--- src/rtl/shs_pkg.sv ---
// Shared types, constants and round functions for the SHA-1 stream hasher.
`default_nettype none

package shs_pkg;

    // Input item: one message byte or a finish command
    typedef struct packed {
        logic       op;
        logic [7:0] data_byte;
    } req_t;

    // Result item: one digest word
    typedef struct packed {
        logic [31:0] digest_word;
        logic [2:0]  word_index;
        logic        last_word;
        logic        length_error;
    } rsp_t;

    // Operation codes
    localparam logic OpAppend = 1'b0;
    localparam logic OpFinish = 1'b1;

    // Block geometry
    localparam int MsgWords  = 16;
    localparam int HashWords = 5;

    localparam logic [2:0] HashLast   = 3'(HashWords - 1);
    localparam logic [2:0] HashSteps  = 3'(HashWords);
    localparam logic [3:0] MsgLast    = 4'(MsgWords - 1);
    localparam logic [6:0] RoundLast  = 7'd79;
    localparam logic [6:0] RoundMsg   = 7'(MsgWords);
    localparam logic [6:0] RoundPh1   = 7'd20;
    localparam logic [6:0] RoundPh2   = 7'd40;
    localparam logic [6:0] RoundPh3   = 7'd60;
    localparam logic [5:0] FillLast   = 6'd63;
    localparam logic [3:0] LenHiWord  = 4'd14;
    localparam logic [7:0] PadByte    = 8'h80;

    // Round groups of the compression
    typedef enum logic [1:0] {
        PH_CHOOSE  = 2'd0,
        PH_PARITY1 = 2'd1,
        PH_MAJ     = 2'd2,
        PH_PARITY2 = 2'd3
    } phase_t;

    // Controls from the sequencer to the round datapath
    typedef struct packed {
        logic   shift;
        logic   round;
        logic   use_msg;
        phase_t phase;
    } core_ctl_t;

    // Sequencer states
    typedef enum logic [7:0] {
        S_IDLE   = 8'b0000_0001,
        S_PAD    = 8'b0000_0010,
        S_HLOAD  = 8'b0000_0100,
        S_ROUND  = 8'b0000_1000,
        S_HSTORE = 8'b0001_0000,
        S_OREAD  = 8'b0010_0000,
        S_OCAP   = 8'b0100_0000,
        S_OHOLD  = 8'b1000_0000
    } state_t;

    // Initial hash value of word idx
    function automatic logic [31:0] iv_word(input logic [2:0] idx);
        logic [31:0] v;
        case (idx)
            3'd0:    v = 32'h6745_2301;
            3'd1:    v = 32'hEFCD_AB89;
            3'd2:    v = 32'h98BA_DCFE;
            3'd3:    v = 32'h1032_5476;
            3'd4:    v = 32'hC3D2_E1F0;
            default: v = 32'h0;
        endcase
        return v;
    endfunction

    function automatic logic [31:0] round_k(input phase_t ph);
        logic [31:0] v;
        case (ph)
            PH_CHOOSE:  v = 32'h5A82_7999;
            PH_PARITY1: v = 32'h6ED9_EBA1;
            PH_MAJ:     v = 32'h8F1B_BCDC;
            PH_PARITY2: v = 32'hCA62_C1D6;
            default:    v = 32'h0;
        endcase
        return v;
    endfunction

    function automatic logic [31:0] round_f(input phase_t ph, input logic [31:0] b,
                                            input logic [31:0] c, input logic [31:0] d);
        logic [31:0] v;
        case (ph)
            PH_CHOOSE: v = (b & c) | (~b & d);
            PH_MAJ:    v = (b & c) | (b & d) | (c & d);
            default:   v = b ^ c ^ d;
        endcase
        return v;
    endfunction

endpackage

`default_nettype wire

--- src/rtl/shs_ram.sv ---
// Generic simple dual-port RAM with registered read data.
`default_nettype none

module shs_ram #(
    parameter int WIDTH = 32,
    parameter int DEPTH = 16,
    localparam int AW = (DEPTH > 1) ? $clog2(DEPTH) : 1
) (
    input  wire logic             clk,
    input  wire logic             we,
    input  wire logic [AW-1:0]    waddr,
    input  wire logic [WIDTH-1:0] wdata,
    input  wire logic             re,
    input  wire logic [AW-1:0]    raddr,
    output      logic [WIDTH-1:0] rdata
);

    logic [WIDTH-1:0] mem [DEPTH];
    logic [WIDTH-1:0] rdata_reg;

    // Write port
    always_ff @(posedge clk)
    begin
        if (we)
        begin
            mem[waddr] <= wdata;
        end
    end

    // Read port, registered read data
    always_ff @(posedge clk)
    begin
        if (re)
        begin
            rdata_reg <= mem[raddr];
        end
    end

    assign rdata = rdata_reg;

endmodule

`default_nettype wire

--- src/rtl/shs_core.sv ---
// SHA-1 round datapath: working variables and the 16-word schedule window.
`default_nettype none

module shs_core (
    input  wire logic              clk,
    input  wire shs_pkg::core_ctl_t ctl,
    input  wire logic [31:0]       din,
    input  wire logic [31:0]       msg_word,
    output      logic [31:0]       head
);

    import shs_pkg::*;

    logic [31:0] a_reg, b_reg, c_reg, d_reg, e_reg;
    logic [31:0] w_reg [MsgWords];
    logic [31:0] sched;
    logic [31:0] wt;
    logic [31:0] tmp;

    // Schedule word for this round and the round sum
    always_comb
    begin
        sched = w_reg[13] ^ w_reg[8] ^ w_reg[2] ^ w_reg[0];
        wt    = ctl.use_msg ? msg_word : {sched[30:0], sched[31]};
        tmp   = {a_reg[26:0], a_reg[31:27]} + round_f(ctl.phase, b_reg, c_reg, d_reg)
              + e_reg + wt + round_k(ctl.phase);
    end

    // Round step, or shift for hash load and write-back
    always_ff @(posedge clk)
    begin
        if (ctl.round)
        begin
            a_reg <= tmp;
            b_reg <= a_reg;
            c_reg <= {b_reg[1:0], b_reg[31:2]};
            d_reg <= c_reg;
            e_reg <= d_reg;
            for (int i = 0; i < MsgWords - 1; i++)
            begin
                w_reg[i] <= w_reg[i+1];
            end
            w_reg[MsgWords-1] <= wt;
        end
        else if (ctl.shift)
        begin
            a_reg <= b_reg;
            b_reg <= c_reg;
            c_reg <= d_reg;
            d_reg <= e_reg;
            e_reg <= din;
        end
    end

    assign head = a_reg;

endmodule

`default_nettype wire

--- src/rtl/sha1_stream_hasher.sv ---
// Top level of the SHA-1 stream hasher: sequencer, block and hash memories.
//
//  channel | direction | payload        | transfer when
//  req     | in        | shs_pkg::req_t | req_valid & req_ready
//  rsp     | out       | shs_pkg::rsp_t | rsp_valid & rsp_ready
//
// Every fourth appended byte writes a word to the block RAM.
// A full block runs 5 hash reads, 80 rounds on one round unit and 5 write-backs.
// A finish writes the pad words (16 minus the word index of the fill), compresses
// once or twice, then gives each digest word through read, capture and hold states.
// Reset is immediate: hash words carry valid bits and read as the initial value
// until written; the block RAM needs no clearing. req_ready is low while busy.
`default_nettype none

module sha1_stream_hasher (
    input  wire logic          clk,
    input  wire logic          rst_n,
    input  wire logic          req_valid,
    output      logic          req_ready,
    input  wire shs_pkg::req_t req,
    output      logic          rsp_valid,
    input  wire logic          rsp_ready,
    output      shs_pkg::rsp_t rsp
);

    import shs_pkg::*;

    // Control state
    state_t      state_reg, state_next;
    logic [5:0]  fill_reg, fill_next;
    logic [60:0] count_reg, count_next;
    logic        ovf_reg, ovf_next;
    logic [4:0]  hvalid_reg, hvalid_next;
    logic [2:0]  cnt_reg, cnt_next;
    logic [6:0]  t_reg, t_next;
    logic [3:0]  widx_reg, widx_next;
    logic        finishing_reg, finishing_next;
    logic        extra_reg, extra_next;
    logic        pad_done_reg, pad_done_next;
    logic        rsp_valid_reg, rsp_valid_next;

    // Payload state
    logic [23:0] asm_reg, asm_next;
    logic        hsel_reg, hsel_next;
    logic [2:0]  hidx_reg, hidx_next;
    rsp_t        rsp_reg, rsp_next;

    // Memory ports
    logic        msg_we, msg_re;
    logic [3:0]  msg_waddr, msg_raddr;
    logic [31:0] msg_wdata, msg_rdata;
    logic        hash_we, hash_re;
    logic [2:0]  hash_waddr, hash_raddr;
    logic [31:0] hash_wdata, hash_rdata;

    core_ctl_t   core_ctl;
    logic [31:0] core_head;
    logic [31:0] hword;
    logic [31:0] pad_word;
    logic [63:0] len_bits;

    shs_ram #(.WIDTH(32), .DEPTH(MsgWords)) u_msg_ram (
        .clk   (clk),
        .we    (msg_we),
        .waddr (msg_waddr),
        .wdata (msg_wdata),
        .re    (msg_re),
        .raddr (msg_raddr),
        .rdata (msg_rdata)
    );

    shs_ram #(.WIDTH(32), .DEPTH(HashWords)) u_hash_ram (
        .clk   (clk),
        .we    (hash_we),
        .waddr (hash_waddr),
        .wdata (hash_wdata),
        .re    (hash_re),
        .raddr (hash_raddr),
        .rdata (hash_rdata)
    );

    shs_core u_core (
        .clk      (clk),
        .ctl      (core_ctl),
        .din      (hword),
        .msg_word (msg_rdata),
        .head     (core_head)
    );

    // Hash word read back; unwritten entries hold the initial value
    assign hword    = hsel_reg ? hash_rdata : iv_word(hidx_reg);
    assign len_bits = {count_reg, 3'b000};

    // First pad word: pending bytes, then the 0x80 marker
    always_comb
    begin
        case (fill_reg[1:0])
            2'd0:    pad_word = {PadByte, 24'h0};
            2'd1:    pad_word = {asm_reg[7:0], PadByte, 16'h0};
            2'd2:    pad_word = {asm_reg[15:0], PadByte, 8'h0};
            default: pad_word = {asm_reg[23:0], PadByte};
        endcase
    end

    // Sequencer
    always_comb
    begin
        state_next     = state_reg;
        fill_next      = fill_reg;
        count_next     = count_reg;
        ovf_next       = ovf_reg;
        hvalid_next    = hvalid_reg;
        cnt_next       = cnt_reg;
        t_next         = t_reg;
        widx_next      = widx_reg;
        finishing_next = finishing_reg;
        extra_next     = extra_reg;
        pad_done_next  = pad_done_reg;
        rsp_valid_next = rsp_valid_reg;
        asm_next       = asm_reg;
        hsel_next      = hsel_reg;
        hidx_next      = hidx_reg;
        rsp_next       = rsp_reg;

        msg_we     = 1'b0;
        msg_waddr  = fill_reg[5:2];
        msg_wdata  = {asm_reg, req.data_byte};
        msg_re     = 1'b0;
        msg_raddr  = t_reg[3:0] + 4'd1;
        hash_we    = 1'b0;
        hash_waddr = hidx_reg;
        hash_wdata = hword + core_head;
        hash_re    = 1'b0;
        hash_raddr = cnt_reg;

        core_ctl.shift   = 1'b0;
        core_ctl.round   = 1'b0;
        core_ctl.use_msg = (t_reg < RoundMsg);
        if (t_reg < RoundPh1)
        begin
            core_ctl.phase = PH_CHOOSE;
        end
        else if (t_reg < RoundPh2)
        begin
            core_ctl.phase = PH_PARITY1;
        end
        else if (t_reg < RoundPh3)
        begin
            core_ctl.phase = PH_MAJ;
        end
        else
        begin
            core_ctl.phase = PH_PARITY2;
        end

        case (state_reg)
            S_IDLE:
            begin
                if (req_valid)
                begin
                    if (req.op == OpAppend)
                    begin
                        // Bytes after a length wrap are dropped
                        if (!ovf_reg)
                        begin
                            asm_next   = {asm_reg[15:0], req.data_byte};
                            msg_we     = (fill_reg[1:0] == 2'd3);
                            fill_next  = fill_reg + 6'd1;
                            count_next = count_reg + 61'd1;
                            if (&count_reg)
                            begin
                                ovf_next = 1'b1;
                            end
                            if (fill_reg == FillLast)
                            begin
                                finishing_next = 1'b0;
                                cnt_next       = 3'd0;
                                state_next     = S_HLOAD;
                            end
                        end
                    end
                    else if (ovf_reg)
                    begin
                        rsp_next.digest_word  = 32'h0;
                        rsp_next.word_index   = 3'd0;
                        rsp_next.last_word    = 1'b1;
                        rsp_next.length_error = 1'b1;
                        rsp_valid_next        = 1'b1;
                        state_next            = S_OHOLD;
                    end
                    else
                    begin
                        finishing_next = 1'b1;
                        extra_next     = (fill_reg[5:3] == 3'b111);
                        pad_done_next  = 1'b0;
                        widx_next      = fill_reg[5:2];
                        state_next     = S_PAD;
                    end
                end
            end

            S_PAD:
            begin
                // One pad word per cycle up to the end of the block
                msg_we        = 1'b1;
                msg_waddr     = widx_reg;
                pad_done_next = 1'b1;
                if (!pad_done_reg)
                begin
                    msg_wdata = pad_word;
                end
                else if (!extra_reg && (widx_reg >= LenHiWord))
                begin
                    msg_wdata = widx_reg[0] ? len_bits[31:0] : len_bits[63:32];
                end
                else
                begin
                    msg_wdata = 32'h0;
                end
                if (widx_reg == MsgLast)
                begin
                    cnt_next   = 3'd0;
                    state_next = S_HLOAD;
                end
                else
                begin
                    widx_next = widx_reg + 4'd1;
                end
            end

            S_HLOAD:
            begin
                // Read hash words into the working variables
                if (cnt_reg != HashSteps)
                begin
                    hash_re   = 1'b1;
                    hsel_next = hvalid_reg[cnt_reg];
                    hidx_next = cnt_reg;
                end
                if (cnt_reg != 3'd0)
                begin
                    core_ctl.shift = 1'b1;
                end
                if (cnt_reg == HashSteps)
                begin
                    msg_re     = 1'b1;
                    msg_raddr  = 4'd0;
                    t_next     = 7'd0;
                    state_next = S_ROUND;
                end
                else
                begin
                    cnt_next = cnt_reg + 3'd1;
                end
            end

            S_ROUND:
            begin
                core_ctl.round = 1'b1;
                msg_re         = (t_reg < 7'(MsgLast));
                if (t_reg == RoundLast)
                begin
                    cnt_next   = 3'd0;
                    state_next = S_HSTORE;
                end
                else
                begin
                    t_next = t_reg + 7'd1;
                end
            end

            S_HSTORE:
            begin
                // Read-add-write each hash word; reads run one ahead of writes
                if (cnt_reg != HashSteps)
                begin
                    hash_re   = 1'b1;
                    hsel_next = hvalid_reg[cnt_reg];
                    hidx_next = cnt_reg;
                end
                if (cnt_reg != 3'd0)
                begin
                    hash_we               = 1'b1;
                    hvalid_next[hidx_reg] = 1'b1;
                    core_ctl.shift        = 1'b1;
                end
                if (cnt_reg == HashSteps)
                begin
                    if (extra_reg)
                    begin
                        extra_next = 1'b0;
                        widx_next  = 4'd0;
                        state_next = S_PAD;
                    end
                    else if (finishing_reg)
                    begin
                        cnt_next   = 3'd0;
                        state_next = S_OREAD;
                    end
                    else
                    begin
                        state_next = S_IDLE;
                    end
                end
                else
                begin
                    cnt_next = cnt_reg + 3'd1;
                end
            end

            S_OREAD:
            begin
                hash_re    = 1'b1;
                hsel_next  = hvalid_reg[cnt_reg];
                hidx_next  = cnt_reg;
                state_next = S_OCAP;
            end

            S_OCAP:
            begin
                rsp_next.digest_word  = hword;
                rsp_next.word_index   = cnt_reg;
                rsp_next.last_word    = (cnt_reg == HashLast);
                rsp_next.length_error = 1'b0;
                rsp_valid_next        = 1'b1;
                state_next            = S_OHOLD;
            end

            S_OHOLD:
            begin
                if (rsp_ready)
                begin
                    rsp_valid_next = 1'b0;
                    if (rsp_reg.last_word)
                    begin
                        // Back to the initial state for the next message
                        fill_next      = 6'd0;
                        count_next     = 61'd0;
                        ovf_next       = 1'b0;
                        hvalid_next    = 5'd0;
                        finishing_next = 1'b0;
                        state_next     = S_IDLE;
                    end
                    else
                    begin
                        cnt_next   = cnt_reg + 3'd1;
                        state_next = S_OREAD;
                    end
                end
            end

            default:
            begin
                state_next = S_IDLE;
            end
        endcase
    end

    // Control registers
    always_ff @(posedge clk or negedge rst_n)
    begin
        if (!rst_n)
        begin
            state_reg     <= S_IDLE;
            fill_reg      <= 6'd0;
            count_reg     <= 61'd0;
            ovf_reg       <= 1'b0;
            hvalid_reg    <= 5'd0;
            cnt_reg       <= 3'd0;
            t_reg         <= 7'd0;
            widx_reg      <= 4'd0;
            finishing_reg <= 1'b0;
            extra_reg     <= 1'b0;
            pad_done_reg  <= 1'b0;
            rsp_valid_reg <= 1'b0;
        end
        else
        begin
            state_reg     <= state_next;
            fill_reg      <= fill_next;
            count_reg     <= count_next;
            ovf_reg       <= ovf_next;
            hvalid_reg    <= hvalid_next;
            cnt_reg       <= cnt_next;
            t_reg         <= t_next;
            widx_reg      <= widx_next;
            finishing_reg <= finishing_next;
            extra_reg     <= extra_next;
            pad_done_reg  <= pad_done_next;
            rsp_valid_reg <= rsp_valid_next;
        end
    end

    // Payload registers
    always_ff @(posedge clk)
    begin
        asm_reg  <= asm_next;
        hsel_reg <= hsel_next;
        hidx_reg <= hidx_next;
        rsp_reg  <= rsp_next;
    end

    assign req_ready = (state_reg == S_IDLE);
    assign rsp_valid = rsp_valid_reg;
    assign rsp       = rsp_reg;

endmodule

`default_nettype wire
--- config.mk ---
export PLATFORM = sky130hd
export DESIGN_NAME = sha1_stream_hasher
export DESIGN_NICKNAME = d
export VERILOG_FILES = /design/src/rtl/shs_pkg.sv /design/src/rtl/shs_ram.sv /design/src/rtl/shs_core.sv /design/src/rtl/sha1_stream_hasher.sv
export SDC_FILE = /design/constraint.sdc
export NUM_CORES = 2
export LEC_CHECK = 0
export CAP_MARGIN = 0
export CORE_MARGIN = 2
export CORE_UTILIZATION = 23
export DETAILED_ROUTE_END_ITERATION = 10
export DONT_BUFFER_PORTS = 1
export PLACE_DENSITY_LB_ADDON = 0.05
export SETUP_SLACK_MARGIN = 0.02
export SYNTH_ARGS = -nofsm -noshare
export SYNTH_HDL_FRONTEND = slang
export SYNTH_SLANG_ARGS = --single-unit
--- constraint.sdc ---
create_clock -name clk -period 23.8 [get_ports clk]
set_input_delay 1.19 -clock clk [delete_from_list [all_inputs] [get_ports clk]]
set_output_delay 1.19 -clock clk [all_outputs]
set_load 0.02 [all_outputs]
==> results.md <==
Run status
• **outcome** complete, no violations

Synthesis
• **Unique masters post-synth** 78
• **Yosys warning total** 0
• **main flop type after synthesis** edfxtp_1
• **Cell Area, Synth** 66900 µm²
• **share of synthesized registers carrying an async set or reset** 6.30%
• **synthesized area per cell** 14.6 µm²
• **portion of synthesized cell area occupied by the leading cell type** 66.1%
• **Yosys top cell by area** edfxtp_1
• **synth top area cells** edfxtp_1 (66%), dfrtp_1 (3.7%), nand2_1 (3.7%)
• **Post-Syn Instances** 4595
• **sequential fraction of the synthesis area** 69.8%
• **register bit count reported by yosys** 1572
• **EDFF count, synth** 1473
• **Mapped Nets** 4812

Setup path
• **Worst R2R Setup Slack** 15.94 ns
• **Setup crit start kind** register
• **critical-path maximum fanout** 18
• **arrival time of the worst setup path** 8.37 ns
• **Worst EP required** 24.31 ns
• **Critical Path End Type** register
• **worst-case reg-to-reg path depth** 21
• **worst reg2reg path startpoint** t_reg[5]$_DFFE_PN0P_
• **worst flop-to-flop path endpoint** u_core.head[31]$_DFFE_PP_
• **Setup CP Type** register to register

GRT
• **initial antenna violation count** 11
• **sum of overflow across all layers after global routing** 0
• **first-pass GRT wire length** 291 mm
• **via count of the first global-routing pass** 38300
• **GRT Util Overall** 13.5%
• **largest net degree at the start of global routing** 99

Clock network
• **Post-CTS Repair Setup Buffers** 0
• **total number of clock tree sinks** 1572
• **clock tree buffer depth** 4
• **clock slew at the register clock pins of the worst setup and hold paths** 0.06 ns
• **CTS HTree Levels** 4
• **clock tree root buffer cell** clkbuf_16
• **source-to-sink clock delay at the later pin of the worst-skew pair** 0.84 ns
• **TritonCTS clock tree** built
• **post-CTS resize count** 0
• **CTS buffer count** 196

Floorplan
• **effective utilization at floorplan** 23.1%
• **Total Die Area** 295000 µm²
• **Core Rows** 198
• **horizontal extent of the die** 543 µm
• **DIE HEIGHT** 543 µm
• **area inside the core boundary** 290000 µm²
• **total I/O pin count** 52

Layout
• **share of cells above drive strength 1** 12.3%
• **synthesis-to-finish area growth** 16.9%
• **number of nets in the layout** 4912

Drt
• **drt first-iter violations** 2439
• **count of vias placed by the detailed router** 37000
• **WL final** 201 mm
• **average wire per standard cell** 23.0 µm
• **Remaining DRCs** 0
• **average vias per placed instance** 4.23
• **number of optimization iterations in the first detailed-route pass** 5
• **Routed Antenna Nets** 0

Hold path
• **worst hold path class** input pin to async pin

Timing
• **maximum achievable frequency** 0.127 GHz
• **setup violators final** 0
• **worst hold-check slack** 0.207 ns
• **Max Transition Viols Final** 0
• **RSZ-0062 raised after global routing** false
• **total negative slack** 0 ns
• **worst slew margin relative to its limit** 17.7%
• **minimum period implied by the final worst setup slack** 7.86 ns
• **setup clock skew after layout** 0.0597 ns
• **Tightest Pin Transition** 1.23 ns
• **count of final hold-check violations** 0
• **Period Utilization, post-route** 33.0%

Placement
• **DP HPWL** 121 mm
• **quantity of I/O buffers inserted on ports** 0
• **gp weighted congestion** 0.725

Job
• **count of max-cap constraint violations** 0

Power
• **worst-case vdd ir drop** 0.0862 mV
• **Leakage** 26.7 nW
• **pwr dens** 112 nW/µm²

cell usage in the layout (no fill, tap or decap), drive strengths merged, types with 97 or more instances in the layout:
cell type / count
mux4: 97
buf: 111
nor2: 243
nand2: 653
o21ai: 203
fa: 121
clkbuf: 236
xnor2: 157
dfrtp: 98
inv: 256
a21oi: 219
edfxtp: 1473
a211oi: 104
synth_stat cells, types with 9 or more instances:
master and instances:
inv_1 250, and3_1 29, o21ai_0 200, and2_1 69, mux2_2 38, o21a_1 14
nand2b_1 81, clkbuf_1 186, nor2b_1 10, a311oi_1 64, ha_1 83, buf_1 11
o211ai_1 9, a21oi_1 219, nand3_1 46, a21o_1 24, or3_1 14, nand2_1 653
nor3_1 27, a31oi_1 15, nor2_1 243, xnor2_1 157, edfxtp_1 1473, mux2i_1 21
fa_1 121, dfrtp_1 98, xor2_1 56, a211oi_1 103, a221o_1 15, nand4_1 22
o31ai_1 9, mux4_2 97, a22oi_1 19
through the flow:
| step | std cells | area (µm²) | setup WS (ns) | util, % | total power [mW] |
|---|---|---|---|---|---|
| final | 8744 | 78200 | 15.94 | 26.9 | 8.79 |
| after global routing | 8743 | 78200 | 15.44 | 26.9 | 9.33 |
| after CTS | 8741 | 78200 | 15.89 | 26.9 | 9.00 |
| after detailed placement | 8395 | 72200 | 15.96 | 24.9 | 6.05 |
| after global placement | 8395 | 72200 | 16.10 | 24.9 | 6.07 |
| after floorplan | 4595 | 66900 | 7.47 | - | 5.24 |
layer usage:
layer | track usage [%] | vias up | wire length, µm
li1 | - | 17100 | -
met1 | 19.1 | 19100 | 96600
met2 | 22.0 | 487 | 94500
met3 | 1.97 | 259 | 6060
met4 | 2.87 | 2 | 3830
met5 | 0 | - | 13
final cells by class:
type / count / area, µm²
fillers: 29800 / 212000
flip-flops and latches: 1572 / 46700
multi-input cells: 2563 / 18800
clock buffers: 236 / 5140
well taps: 3900 / 4880
inverters: 251 / 950
repair buffers: 111 / 878
clock inverters: 109 / 871
diodes: 2 / 5.00
repair_timing:
item | 4_1_cts | 5_1_grt
endpoints found under the setup margin | 0 | 0
endpoints found under the hold margin | 98 | 0
hold buffers | 1 | 0
report_power, final:
| group | leakage [nW] | switching [mW] | internal [mW] |
|---|---|---|---|
| clock network | 2.94 | 1.19 | 1.67 |
| logic | 9.21 | 1.54 | 0.788 |
| registers | 14.5 | 0.150 | 3.44 |
worst max-delay path by stage:
stage	start	to	depth (start not counted)
2_1_floorplan	state_reg[5]$_DFFE_PN0P_	u_core.w_reg[0][0]$_DFFE_PP_	5
3_3_place_gp	t_reg[5]$_DFFE_PN0P_	u_core.head[31]$_DFFE_PP_	21
3_5_place_dp	t_reg[5]$_DFFE_PN0P_	u_core.head[31]$_DFFE_PP_	21
4_1_cts	t_reg[5]$_DFFE_PN0P_	u_core.head[31]$_DFFE_PP_	21
5_1_grt	t_reg[5]$_DFFE_PN0P_	u_core.head[28]$_DFFE_PP_	22
6_report	t_reg[5]$_DFFE_PN0P_	u_core.head[31]$_DFFE_PP_	21
worst max-delay path, cell delays in order (launching register included):
cell      delay, ns
dfrtp_1        0.39
inv_1          0.11
maj3_1         0.41
a211oi_1       0.58
ha_1           1.00
buf_4          0.43
a22oi_1        0.14
a21oi_1        0.22
fa_1           0.46
fa_1           0.52
inv_1          0.05
fa_1           0.49
inv_1          0.04
ha_1           0.24
or4_1          0.55
o21ai_0        0.50
a21oi_1        0.23
nor3b_1        0.42
o211ai_1       0.21
a41oi_1        0.28
xnor2_1        0.15
o21ai_1        0.08
cell families after synthesis:
| kind of cell | after synthesis | synth area share [%] |
|---|---|---|
| simple gates | 1240 | 8.29 |
| compound gates | 749 | 7.09 |
| xor+xnor | 213 | 2.79 |
| buf+inv | 460 | 2.63 |
| fa+ha+maj | 205 | 5.19 |
| mux | 156 | 4.22 |
| flops | 1572 | 69.8 |
No activity file was read; power rests on OpenSTA's default activity.
